File: src/zone_text_escape_transcoder_core_assert.svh
// assertion macros shared by the transcoder modules
`ifndef ZONE_TEXT_ESCAPE_TRANSCODER_CORE_ASSERT_SVH
`define ZONE_TEXT_ESCAPE_TRANSCODER_CORE_ASSERT_SVH

// same-cycle implication, checked outside reset
`ifndef SYNTH
`define ZTE_ASSERT_IMP(name, clk, rst_n, ante, cons) \
    name: assert property (@(posedge clk) disable iff (!(rst_n)) (ante) |-> (cons)) \
        else $error("zte check failed: same-cycle implication");
`else
`define ZTE_ASSERT_IMP(name, clk, rst_n, ante, cons)
`endif

// next-cycle implication, checked outside reset
`ifndef SYNTH
`define ZTE_ASSERT_NXT(name, clk, rst_n, ante, cons) \
    name: assert property (@(posedge clk) disable iff (!(rst_n)) (ante) |=> (cons)) \
        else $error("zte check failed: next-cycle implication");
`else
`define ZTE_ASSERT_NXT(name, clk, rst_n, ante, cons)
`endif

`endif

File: src/zte_pkg.sv
// shared types, constants and helpers for the zone text escape transcoder
`timescale 1ns / 1ps

package zte_pkg;

    // ascii codes
    localparam logic [7:0] CH_BSLASH = 8'h5C;
    localparam logic [7:0] CH_COLON  = 8'h3A;
    localparam logic [7:0] CH_DOT    = 8'h2E;
    localparam logic [7:0] CH_ZERO   = 8'h30;
    localparam logic [7:0] CH_NINE   = 8'h39;
    localparam logic [7:0] CH_SPACE  = 8'h20;
    localparam logic [7:0] CH_TILDE  = 8'h7E;
    localparam logic [7:0] CH_NUL    = 8'h00;

    // largest decoded decimal escape
    localparam logic [9:0] DEC_MAX = 10'd255;

    // status codes
    localparam logic [2:0] ST_OK       = 3'd0;
    localparam logic [2:0] ST_TOO_LONG = 3'd1;
    localparam logic [2:0] ST_DANGLING = 3'd2;
    localparam logic [2:0] ST_BAD_DEC  = 3'd3;
    localparam logic [2:0] ST_DEC_BIG  = 3'd4;

    // command queue geometry
    localparam int FIFO_DEPTH = 4;
    localparam int FIFO_AW    = $clog2(FIFO_DEPTH);

    // escape sequence step of the last octal digit
    localparam logic [1:0] STEP_LAST = 2'd3;

    // one logical character or end marker, as handed from front to back
    typedef struct packed {
        logic       is_end;
        logic       esc;
        logic [7:0] value;
        logic [2:0] status;
        logic [7:0] length;
    } t_cmd;

    function automatic logic is_printable(input logic [7:0] v);
        return (v >= CH_SPACE) && (v <= CH_TILDE);
    endfunction

    function automatic logic is_digit(input logic [7:0] v);
        return (v >= CH_ZERO) && (v <= CH_NINE);
    endfunction

    function automatic logic needs_escape(input logic [7:0] v);
        return !is_printable(v) || (v == CH_COLON) || (v == CH_DOT) || (v == CH_BSLASH);
    endfunction

endpackage

File: src/zte_front.sv
// front end: accepts bytes, tracks escape state and pushes logical characters
`timescale 1ns / 1ps

module zte_front import zte_pkg::*; (
    input  logic       i_clk,
    input  logic       i_rst_n,
    input  logic       i_cfg_we,
    input  logic [7:0] i_cfg_wdata,
    input  logic       i_valid,
    input  logic [7:0] i_byte,
    input  logic       i_end,
    input  logic       i_full,
    output logic       o_ready,
    output logic       o_push,
    output t_cmd       o_cmd
);

    localparam logic [1:0] MODE_NORMAL = 2'd0;
    localparam logic [1:0] MODE_BSLASH = 2'd1;
    localparam logic [1:0] MODE_DIG1   = 2'd2;
    localparam logic [1:0] MODE_DIG2   = 2'd3;

    logic [1:0] r_mode, n_mode;
    logic [3:0] r_hund, n_hund;
    logic [3:0] r_tens, n_tens;
    logic [7:0] r_count, n_count;
    logic [2:0] r_err, n_err;
    logic [7:0] r_limit;

    logic       w_accept;
    logic       w_digit;
    logic [3:0] w_dval;
    logic [9:0] w_num;
    logic [7:0] w_count_inc;

    assign o_ready     = !i_full;
    assign w_accept    = i_valid && o_ready;
    assign w_digit     = is_digit(i_byte);
    assign w_dval      = i_byte[3:0];
    assign w_num       = 10'(r_hund) * 10'd100 + 10'(r_tens) * 10'd10 + 10'(w_dval);
    assign w_count_inc = r_count + 8'd1;

    always_comb begin
        n_mode  = r_mode;
        n_hund  = r_hund;
        n_tens  = r_tens;
        n_count = r_count;
        n_err   = r_err;
        o_push  = 1'b0;
        o_cmd   = '{is_end: 1'b0, esc: 1'b0, value: i_byte, status: ST_OK,
                    length: w_count_inc};
        if (w_accept) begin
            if (i_end) begin
                o_push       = 1'b1;
                o_cmd.is_end = 1'b1;
                o_cmd.value  = CH_NUL;
                o_cmd.length = r_count;
                o_cmd.status = r_err;
                if (r_err == ST_OK) begin
                    if (r_mode == MODE_BSLASH) begin
                        o_cmd.status = ST_DANGLING;
                    end else if (r_mode == MODE_DIG1 || r_mode == MODE_DIG2) begin
                        o_cmd.status = ST_BAD_DEC;
                    end
                end
                n_mode  = MODE_NORMAL;
                n_hund  = 4'd0;
                n_tens  = 4'd0;
                n_count = 8'd0;
                n_err   = ST_OK;
            end else if (r_err == ST_OK) begin
                unique case (r_mode)
                    MODE_NORMAL: begin
                        if (r_count >= r_limit) begin
                            n_err = ST_TOO_LONG;
                        end else if (i_byte == CH_BSLASH) begin
                            n_mode = MODE_BSLASH;
                        end else begin
                            o_push    = 1'b1;
                            o_cmd.esc = !is_printable(i_byte) || (i_byte == CH_COLON);
                            n_count   = w_count_inc;
                        end
                    end
                    MODE_BSLASH: begin
                        if (w_digit) begin
                            n_hund = w_dval;
                            n_mode = MODE_DIG1;
                        end else begin
                            n_mode    = MODE_NORMAL;
                            o_push    = 1'b1;
                            o_cmd.esc = needs_escape(i_byte);
                            n_count   = w_count_inc;
                        end
                    end
                    MODE_DIG1: begin
                        if (!w_digit) begin
                            n_err = ST_BAD_DEC;
                        end else begin
                            n_tens = w_dval;
                            n_mode = MODE_DIG2;
                        end
                    end
                    MODE_DIG2: begin
                        if (!w_digit) begin
                            n_err = ST_BAD_DEC;
                        end else if (w_num > DEC_MAX) begin
                            n_err = ST_DEC_BIG;
                        end else begin
                            n_mode      = MODE_NORMAL;
                            n_hund      = 4'd0;
                            n_tens      = 4'd0;
                            o_push      = 1'b1;
                            o_cmd.value = w_num[7:0];
                            o_cmd.esc   = needs_escape(w_num[7:0]);
                            n_count     = w_count_inc;
                        end
                    end
                    default: begin
                        n_mode = MODE_NORMAL;
                    end
                endcase
            end
        end
    end

    always_ff @(posedge i_clk) begin
        if (!i_rst_n) begin
            r_mode  <= MODE_NORMAL;
            r_hund  <= 4'd0;
            r_tens  <= 4'd0;
            r_count <= 8'd0;
            r_err   <= ST_OK;
            r_limit <= 8'd255;
        end else begin
            r_mode  <= n_mode;
            r_hund  <= n_hund;
            r_tens  <= n_tens;
            r_count <= n_count;
            r_err   <= n_err;
            if (i_cfg_we) begin
                r_limit <= i_cfg_wdata;
            end
        end
    end

endmodule

File: src/zte_fifo.sv
// short command queue between front and back
`timescale 1ns / 1ps

`include "zone_text_escape_transcoder_core_assert.svh"

module zte_fifo import zte_pkg::*; (
    input  logic i_clk,
    input  logic i_rst_n,
    input  logic i_push,
    input  t_cmd i_push_cmd,
    input  logic i_pop,
    output t_cmd o_head,
    output logic o_full,
    output logic o_empty
);

    t_cmd               r_mem [FIFO_DEPTH];
    logic [FIFO_AW-1:0] r_wr_ptr;
    logic [FIFO_AW-1:0] r_rd_ptr;
    logic [FIFO_AW:0]   r_count;

    logic w_do_push;
    logic w_do_pop;

    assign o_full    = (r_count == (FIFO_AW + 1)'(FIFO_DEPTH));
    assign o_empty   = (r_count == '0);
    assign o_head    = r_mem[r_rd_ptr];
    assign w_do_push = i_push && !o_full;
    assign w_do_pop  = i_pop && !o_empty;

    always_ff @(posedge i_clk) begin
        if (w_do_push) begin
            r_mem[r_wr_ptr] <= i_push_cmd;
        end
    end

    always_ff @(posedge i_clk) begin
        if (!i_rst_n) begin
            r_wr_ptr <= '0;
            r_rd_ptr <= '0;
            r_count  <= '0;
        end else begin
            if (w_do_push) begin
                r_wr_ptr <= r_wr_ptr + 1'b1;
            end
            if (w_do_pop) begin
                r_rd_ptr <= r_rd_ptr + 1'b1;
            end
            unique case ({w_do_push, w_do_pop})
                2'b10:   r_count <= r_count + 1'b1;
                2'b01:   r_count <= r_count - 1'b1;
                default: r_count <= r_count;
            endcase
        end
    end

    // a request pushed into a full queue would be lost
    `ZTE_ASSERT_IMP(a_no_overflow, i_clk, i_rst_n, i_push, !o_full)
    // fill level stays within the depth
    `ZTE_ASSERT_IMP(a_count_bound, i_clk, i_rst_n, 1'b1,
                    r_count <= (FIFO_AW + 1)'(FIFO_DEPTH))
    // pointers and fill level agree
    `ZTE_ASSERT_IMP(a_ptr_match, i_clk, i_rst_n, !o_full,
                    r_count[FIFO_AW-1:0] == (r_wr_ptr - r_rd_ptr))

endmodule

File: src/zte_back.sv
// back end: expands queued characters into result beats behind an output register
`timescale 1ns / 1ps

`include "zone_text_escape_transcoder_core_assert.svh"

module zte_back import zte_pkg::*; (
    input  logic        i_clk,
    input  logic        i_rst_n,
    input  t_cmd        i_head,
    input  logic        i_empty,
    output logic        o_pop,
    input  logic        i_m_tready,
    output logic        o_m_tvalid,
    output logic [23:0] o_m_tdata,
    output logic        o_m_tuser,
    output logic        o_m_tlast
);

    logic [1:0] r_step;
    logic       r_out_valid;
    logic [7:0] r_out_byte;
    logic       r_out_bvalid;
    logic       r_out_last;
    logic [2:0] r_out_status;
    logic [7:0] r_out_len;

    logic       w_load;
    logic       w_last_beat;
    logic [7:0] w_byte;

    assign w_load      = (!r_out_valid || i_m_tready) && !i_empty;
    assign w_last_beat = i_head.is_end || !i_head.esc || (r_step == STEP_LAST);
    assign o_pop       = w_load && w_last_beat;

    always_comb begin
        if (i_head.is_end) begin
            w_byte = CH_NUL;
        end else if (!i_head.esc) begin
            w_byte = i_head.value;
        end else begin
            unique case (r_step)
                2'd0:    w_byte = CH_BSLASH;
                2'd1:    w_byte = CH_ZERO + {6'd0, i_head.value[7:6]};
                2'd2:    w_byte = CH_ZERO + {5'd0, i_head.value[5:3]};
                default: w_byte = CH_ZERO + {5'd0, i_head.value[2:0]};
            endcase
        end
    end

    always_ff @(posedge i_clk) begin
        if (!i_rst_n) begin
            r_step      <= 2'd0;
            r_out_valid <= 1'b0;
        end else begin
            if (w_load) begin
                r_out_valid <= 1'b1;
                r_step      <= w_last_beat ? 2'd0 : r_step + 2'd1;
            end else if (i_m_tready) begin
                r_out_valid <= 1'b0;
            end
        end
    end

    always_ff @(posedge i_clk) begin
        if (w_load) begin
            r_out_byte   <= w_byte;
            r_out_bvalid <= !i_head.is_end;
            r_out_last   <= w_last_beat;
            r_out_status <= i_head.status;
            r_out_len    <= i_head.length;
        end
    end

    assign o_m_tvalid = r_out_valid;
    assign o_m_tdata  = {5'd0, r_out_len, r_out_status, r_out_byte};
    assign o_m_tuser  = r_out_bvalid;
    assign o_m_tlast  = r_out_last;

    // a partly sent octal escape keeps its request at the queue head
    `ZTE_ASSERT_IMP(a_step_on_escape, i_clk, i_rst_n, r_step != 2'd0,
                    !i_empty && i_head.esc && !i_head.is_end)
    // a stalled result is not overwritten
    `ZTE_ASSERT_IMP(a_no_overwrite, i_clk, i_rst_n, r_out_valid && !i_m_tready, !w_load)

endmodule

File: src/zone_text_escape_transcoder_core.sv
// top level of the zone text escape transcoder
//
//  channel   dir  handshake              payload
//  --------  ---  ---------------------  -------------------------------------------
//  s stream  in   i_s_tvalid/o_s_tready  tdata: char_byte; tlast: end_of_string
//  m stream  out  o_m_tvalid/i_m_tready  tdata: out_byte, status, length; tuser: byte_valid
//  cfg       in   i_cfg_we               i_cfg_wdata: length_limit
//
//  a plain character or end marker gives one result beat, an octal escape gives four;
//  the back end sends one beat per cycle while i_m_tready is high and a request is queued
//  silent bytes (backslash, escape digits, errors, bytes after an error) give no result beat
//  input reaches its first result through the command queue and the output register
//  a four-entry request queue lets the front keep accepting while the back stalls
//  synchronous active-low reset clears escape state, counters, queue and output valid;
//  length_limit resets to 255
`timescale 1ns / 1ps

module zone_text_escape_transcoder_core import zte_pkg::*; (
    input  logic        i_clk,
    input  logic        i_rst_n,
    // configuration: length_limit
    input  logic        i_cfg_we,
    input  logic [7:0]  i_cfg_wdata,
    // input stream
    input  logic        i_s_tvalid,
    output logic        o_s_tready,
    input  logic [7:0]  i_s_tdata,   // [7:0] char_byte
    input  logic        i_s_tlast,   // end_of_string
    // result stream
    output logic        o_m_tvalid,
    input  logic        i_m_tready,
    output logic [23:0] o_m_tdata,   // [7:0] out_byte, [10:8] status, [18:11] logical_length
    output logic        o_m_tuser,   // [0] byte_valid
    output logic        o_m_tlast    // run_last
);

    // front to queue
    logic w_push;
    t_cmd w_push_cmd;
    logic w_full;

    // queue to back
    t_cmd w_head;
    logic w_empty;
    logic w_pop;

    // byte classification, escape decoding and length check
    zte_front u_front (
        .i_clk       (i_clk),
        .i_rst_n     (i_rst_n),
        .i_cfg_we    (i_cfg_we),
        .i_cfg_wdata (i_cfg_wdata),
        .i_valid     (i_s_tvalid),
        .i_byte      (i_s_tdata),
        .i_end       (i_s_tlast),
        .i_full      (w_full),
        .o_ready     (o_s_tready),
        .o_push      (w_push),
        .o_cmd       (w_push_cmd)
    );

    // decouples the front from output back-pressure
    zte_fifo u_fifo (
        .i_clk      (i_clk),
        .i_rst_n    (i_rst_n),
        .i_push     (w_push),
        .i_push_cmd (w_push_cmd),
        .i_pop      (w_pop),
        .o_head     (w_head),
        .o_full     (w_full),
        .o_empty    (w_empty)
    );

    // expands each request into one or four result beats
    zte_back u_back (
        .i_clk      (i_clk),
        .i_rst_n    (i_rst_n),
        .i_head     (w_head),
        .i_empty    (w_empty),
        .o_pop      (w_pop),
        .i_m_tready (i_m_tready),
        .o_m_tvalid (o_m_tvalid),
        .o_m_tdata  (o_m_tdata),
        .o_m_tuser  (o_m_tuser),
        .o_m_tlast  (o_m_tlast)
    );

endmodule
File: config.mk
export PLATFORM = sky130hd
export DESIGN_NAME = zone_text_escape_transcoder_core
export DESIGN_NICKNAME = d
export VERILOG_FILES = /design/src/zte_pkg.sv /design/src/zte_front.sv /design/src/zte_fifo.sv /design/src/zte_back.sv /design/src/zone_text_escape_transcoder_core.sv
export VERILOG_INCLUDE_DIRS = /design/src /design/src/src
export SDC_FILE = /design/constraint.sdc
export NUM_CORES = 1
export LEC_CHECK = 0
export BUFFER_PORTS_ARGS = -buffer_cell sky130_fd_sc_hd__clkbuf_2
export CORE_ASPECT_RATIO = 1.5
export CORE_MARGIN = 4
export CORE_UTILIZATION = 50
export DETAILED_ROUTE_END_ITERATION = 12
export PLACE_DENSITY = 0.71
export RECOVER_POWER = 50
export SLEW_MARGIN = 20
export SYNTH_ARGS = -nofsm -noshare
export SYNTH_HDL_FRONTEND = slang
export SYNTH_SLANG_ARGS = --single-unit
File: constraint.sdc
create_clock -name i_clk -period 5.3 [get_ports i_clk]
set_input_delay 1.06 -clock i_clk [delete_from_list [all_inputs] [get_ports i_clk]]
set_output_delay 1.06 -clock i_clk [all_outputs]
set_load 0.005 [all_outputs]
==> impl_metrics.yaml <==
synthesis:
  synth_edf_count: 105
  syn_area_um2: 7229
  yosys.area.top_type: "edfxtp_1"
  synthDistinctLibCells: 64
  synth_cells: 575
  synth_top_cells_by_count: "105 x edfxtp_1, 43 x ha_1, 41 x dfxtp_1"
  synthArstFlopShare_pct: 0
  yosysWarnings: 0
  yosysMostFrequentCell: "edfxtp_1"
  ys_top_cells_by_area: "edfxtp_1 44%, dfxtp_1 11%, ha_1 7.4%, mux4_2 6.5%, nand2_1 2.0%"
  avgSynthCellArea_um2: 12.57
  ys.flop_type: "edfxtp_1"
  synth_seq_cells: 146
  yosysSeqAreaShare_pct: 54.97
  yosysTopAreaCellShare_pct: 43.61
worst_setup_path:
  required_ns: 5.64
  critPathArrivalTime_ns: 4.90
  r2r_end: "u_fifo.r_count[2]"
  r2r_start: "u_front.r_tens[1]"
  rrSetupSlack_ns: 0.75
  crit_fanout: 10
  r2r_cells: 16
  end_kind: "flip-flop"
  start_kind: "input port"
  worstSetupPathType: "input port to flip-flop"
floorplan:
  dieArea_um2: 16490
  chipWidth_um: 106.2
  coreArea_um2: 14120
  start_util_pct: 51.18
  rows: 53
  io_pins: 50
  die_h_um: 155.3
power_and_ir_drop:
  power_frac_seq_pct: 44.4
  peakVddDrop_mv: 0.2200
  cellPowerDensity_nw_per_um2: 432.1
  combPwrFrac_pct: 20.6
  p_clk_share_pct: 35.0
  power_switching_share_pct: 28.01
  p_int_uw: 2559
  p_switching_uw: 995.8
  p_leak_uw: 0.003231
sta:
  grt_setup_unrepaired: "false"
  fin_setup_tns_ns: 0
  slew_headroom_pct: -26.62
  finalCritPeriodShare_pct: 85.98
  max_slew.worst_pin.slew_ns: 1.899
  whs_ns: 0.4863
  timing.fmax_ghz: 0.2194
  hold_viol: 0
  setup_violations: 0
  period_needed_ns: 4.557
  finClkSkew_ns: 0.01361
  slew_viol_final: 47
grt:
  grt_pass1_vias: 4724
  antenna_found_initial: 0
  grt_overflow: 0
  grt_pass1_wl_mm: 23.72
  gr-usage-all-layers_pct: 18.36
  grt_max_degree: 47
placement:
  placed_area_um2: 7637
  port_buffers: 44
  gp_congestion: 0.9235
  place_hpwl_mm: 10.16
route:
  vias: 4602
  drt_wl_total_mm: 14.22
  routed_via_density: 5.551
  drc: 0
  topRoutingLayerUsed: "met4"
  met2_length_mm: 7.516
  met3_length_um: 449
  dr.pass1.iters: 5
  wire_per_inst_um: 17.16
  drt_iter0_markers: 315
  ant_nets: 0
  wl_met1_mm: 5.945
final_layout:
  area_growth_pct: 13.79
  layout-drive-gt1-share_pct: 15.38
  post-route-util_pct: 58.24
  seq_area_um2: 3974
  final_area_um2: 8227
  multiInputGateArea_um2: 2992
  num_antenna_cells: 0
  fill_cells: 1128
  fin_nets: 695
clock_tree:
  cts_hold_buf: 0
  root_buffer: "clkbuf_16"
  clk_latency_ns: 0.42
  ctsResizeCount: 0
  cts_tree: "yes"
  post_cts_buffers: 0
  htreeDepth: 4
  path_clk_slew_ns: 0.06
  clockBufferDepth: 2
  clkSinkCount: 146
  cts_inserted_buffers: 17
worst_hold_path:
  hp-start: "u_front.r_limit[0]"
  min_to: "u_front.r_limit[0]"
  hold_depth: 2
  hold_path_class: "flip-flop to flip-flop"
run_status:
  violations: "max-capacitance violations, max-slew violations"
  outcome: "finished, violations left"
job:
  cap_viol_max_count: 1
-- worst max-delay path, stage by stage --
cell      delay, ns
clkbuf_2       0.14
fa_1           0.49
ha_1           0.26
fa_1           0.44
a211oi_1       0.35
nor3_1         0.14
nor3_4         0.19
and4bb_1       0.34
a21oi_2        0.14
ha_1           0.32
fa_1           0.40
xnor2_1        0.15
or3_1          0.32
a21boi_0       0.16
-- power by group through the flow --
stage | Clock [uW] | Combinational [uW] | Sequential, uW
after floorplan | 0 | 494 | 1590
after global placement | 0 | 734 | 1590
after detailed placement | 0 | 755 | 1600
after CTS | 1260 | 761 | 1580
after global routing | 1310 | 817 | 1600
final | 1250 | 733 | 1580
-- layout make-up --
| cell class | count | share of cell area, % |
|---|---|---|
| tap | 192 | 2.920 |
| clock buffer | 17 | 5.171 |
| timing repair buffer | 52 | 3.164 |
| sequential | 146 | 48.30 |
| multi-input combinational | 370 | 36.37 |
| inverter | 37 | 1.688 |
| clock inverter | 15 | 2.388 |
-- layer usage --
layer	vias up	track usage, %
met5	-	0
met4	0	7.407
met3	26	3.445
met2	100	33.24
met1	2234	21.23
li1	2242	-
-- through the flow --
step                      std cells  power [uW]  worst slack, ns
after floorplan                 579        2088           0.4573
after global placement          797        2324           0.5112
after detailed placement        797        2359           0.3311
after CTS                       829        3601           0.6931
after global routing            829        3729           0.4420
final                           829        3555           0.7431
-- kinds of logic after synthesis --
family / Yosys count / share of synthesized area [%]
AO/OA/AOI/OAI: 100 / 9.398
other: 1 / 0.05187
buffers and inverters: 63 / 3.686
flip-flops: 146 / 54.97
multiplexers: 31 / 7.944
AND/OR/NAND/NOR: 165 / 12.43
XOR/XNOR: 20 / 2.423
adder cells (fa/ha/maj): 49 / 9.104
-- placed cells by master (no fill, tap or decap), drive strengths merged, types with 15 or more instances in the layout --
cell	n
nand3	27
clkbuf	63
edfxtp	105
dfxtp	41
inv	44
nand2	38
nor2b	16
a21oi	17
mux4	21
o21ai	21
ha	43
nor2	26
xnor2	15
-- state kept, by name, summed over array words and instances, names as in the netlist, 4 cells and up, named ones only --
signal             count
u_back.r_out_len       8
u_front.r_limit        8
u_front.r_tens         4
u_front.r_hund         4
u_fifo.r_mem          84
u_back.r_out_byte      8
u_front.r_count        8
-- worst max path at each step --
stage                           start            endpoint  slack, ns  cells past startpoint
detailed placement       i_s_tdata[2]   u_fifo.r_count[2]       0.33                     14
global placement         i_s_tdata[3]   u_fifo.r_count[2]       0.51                     15
finish                   i_s_tdata[2]   u_fifo.r_count[2]       0.74                     14
CTS                 u_front.r_tens[3]   u_fifo.r_count[2]       0.69                     16
floorplan                i_s_tdata[3]  u_fifo.r_mem[0][0]       0.46                     11
global route        u_front.r_tens[3]   u_fifo.r_count[2]       0.44                     16
Note: power is estimated with default switching activity, not from simulation.
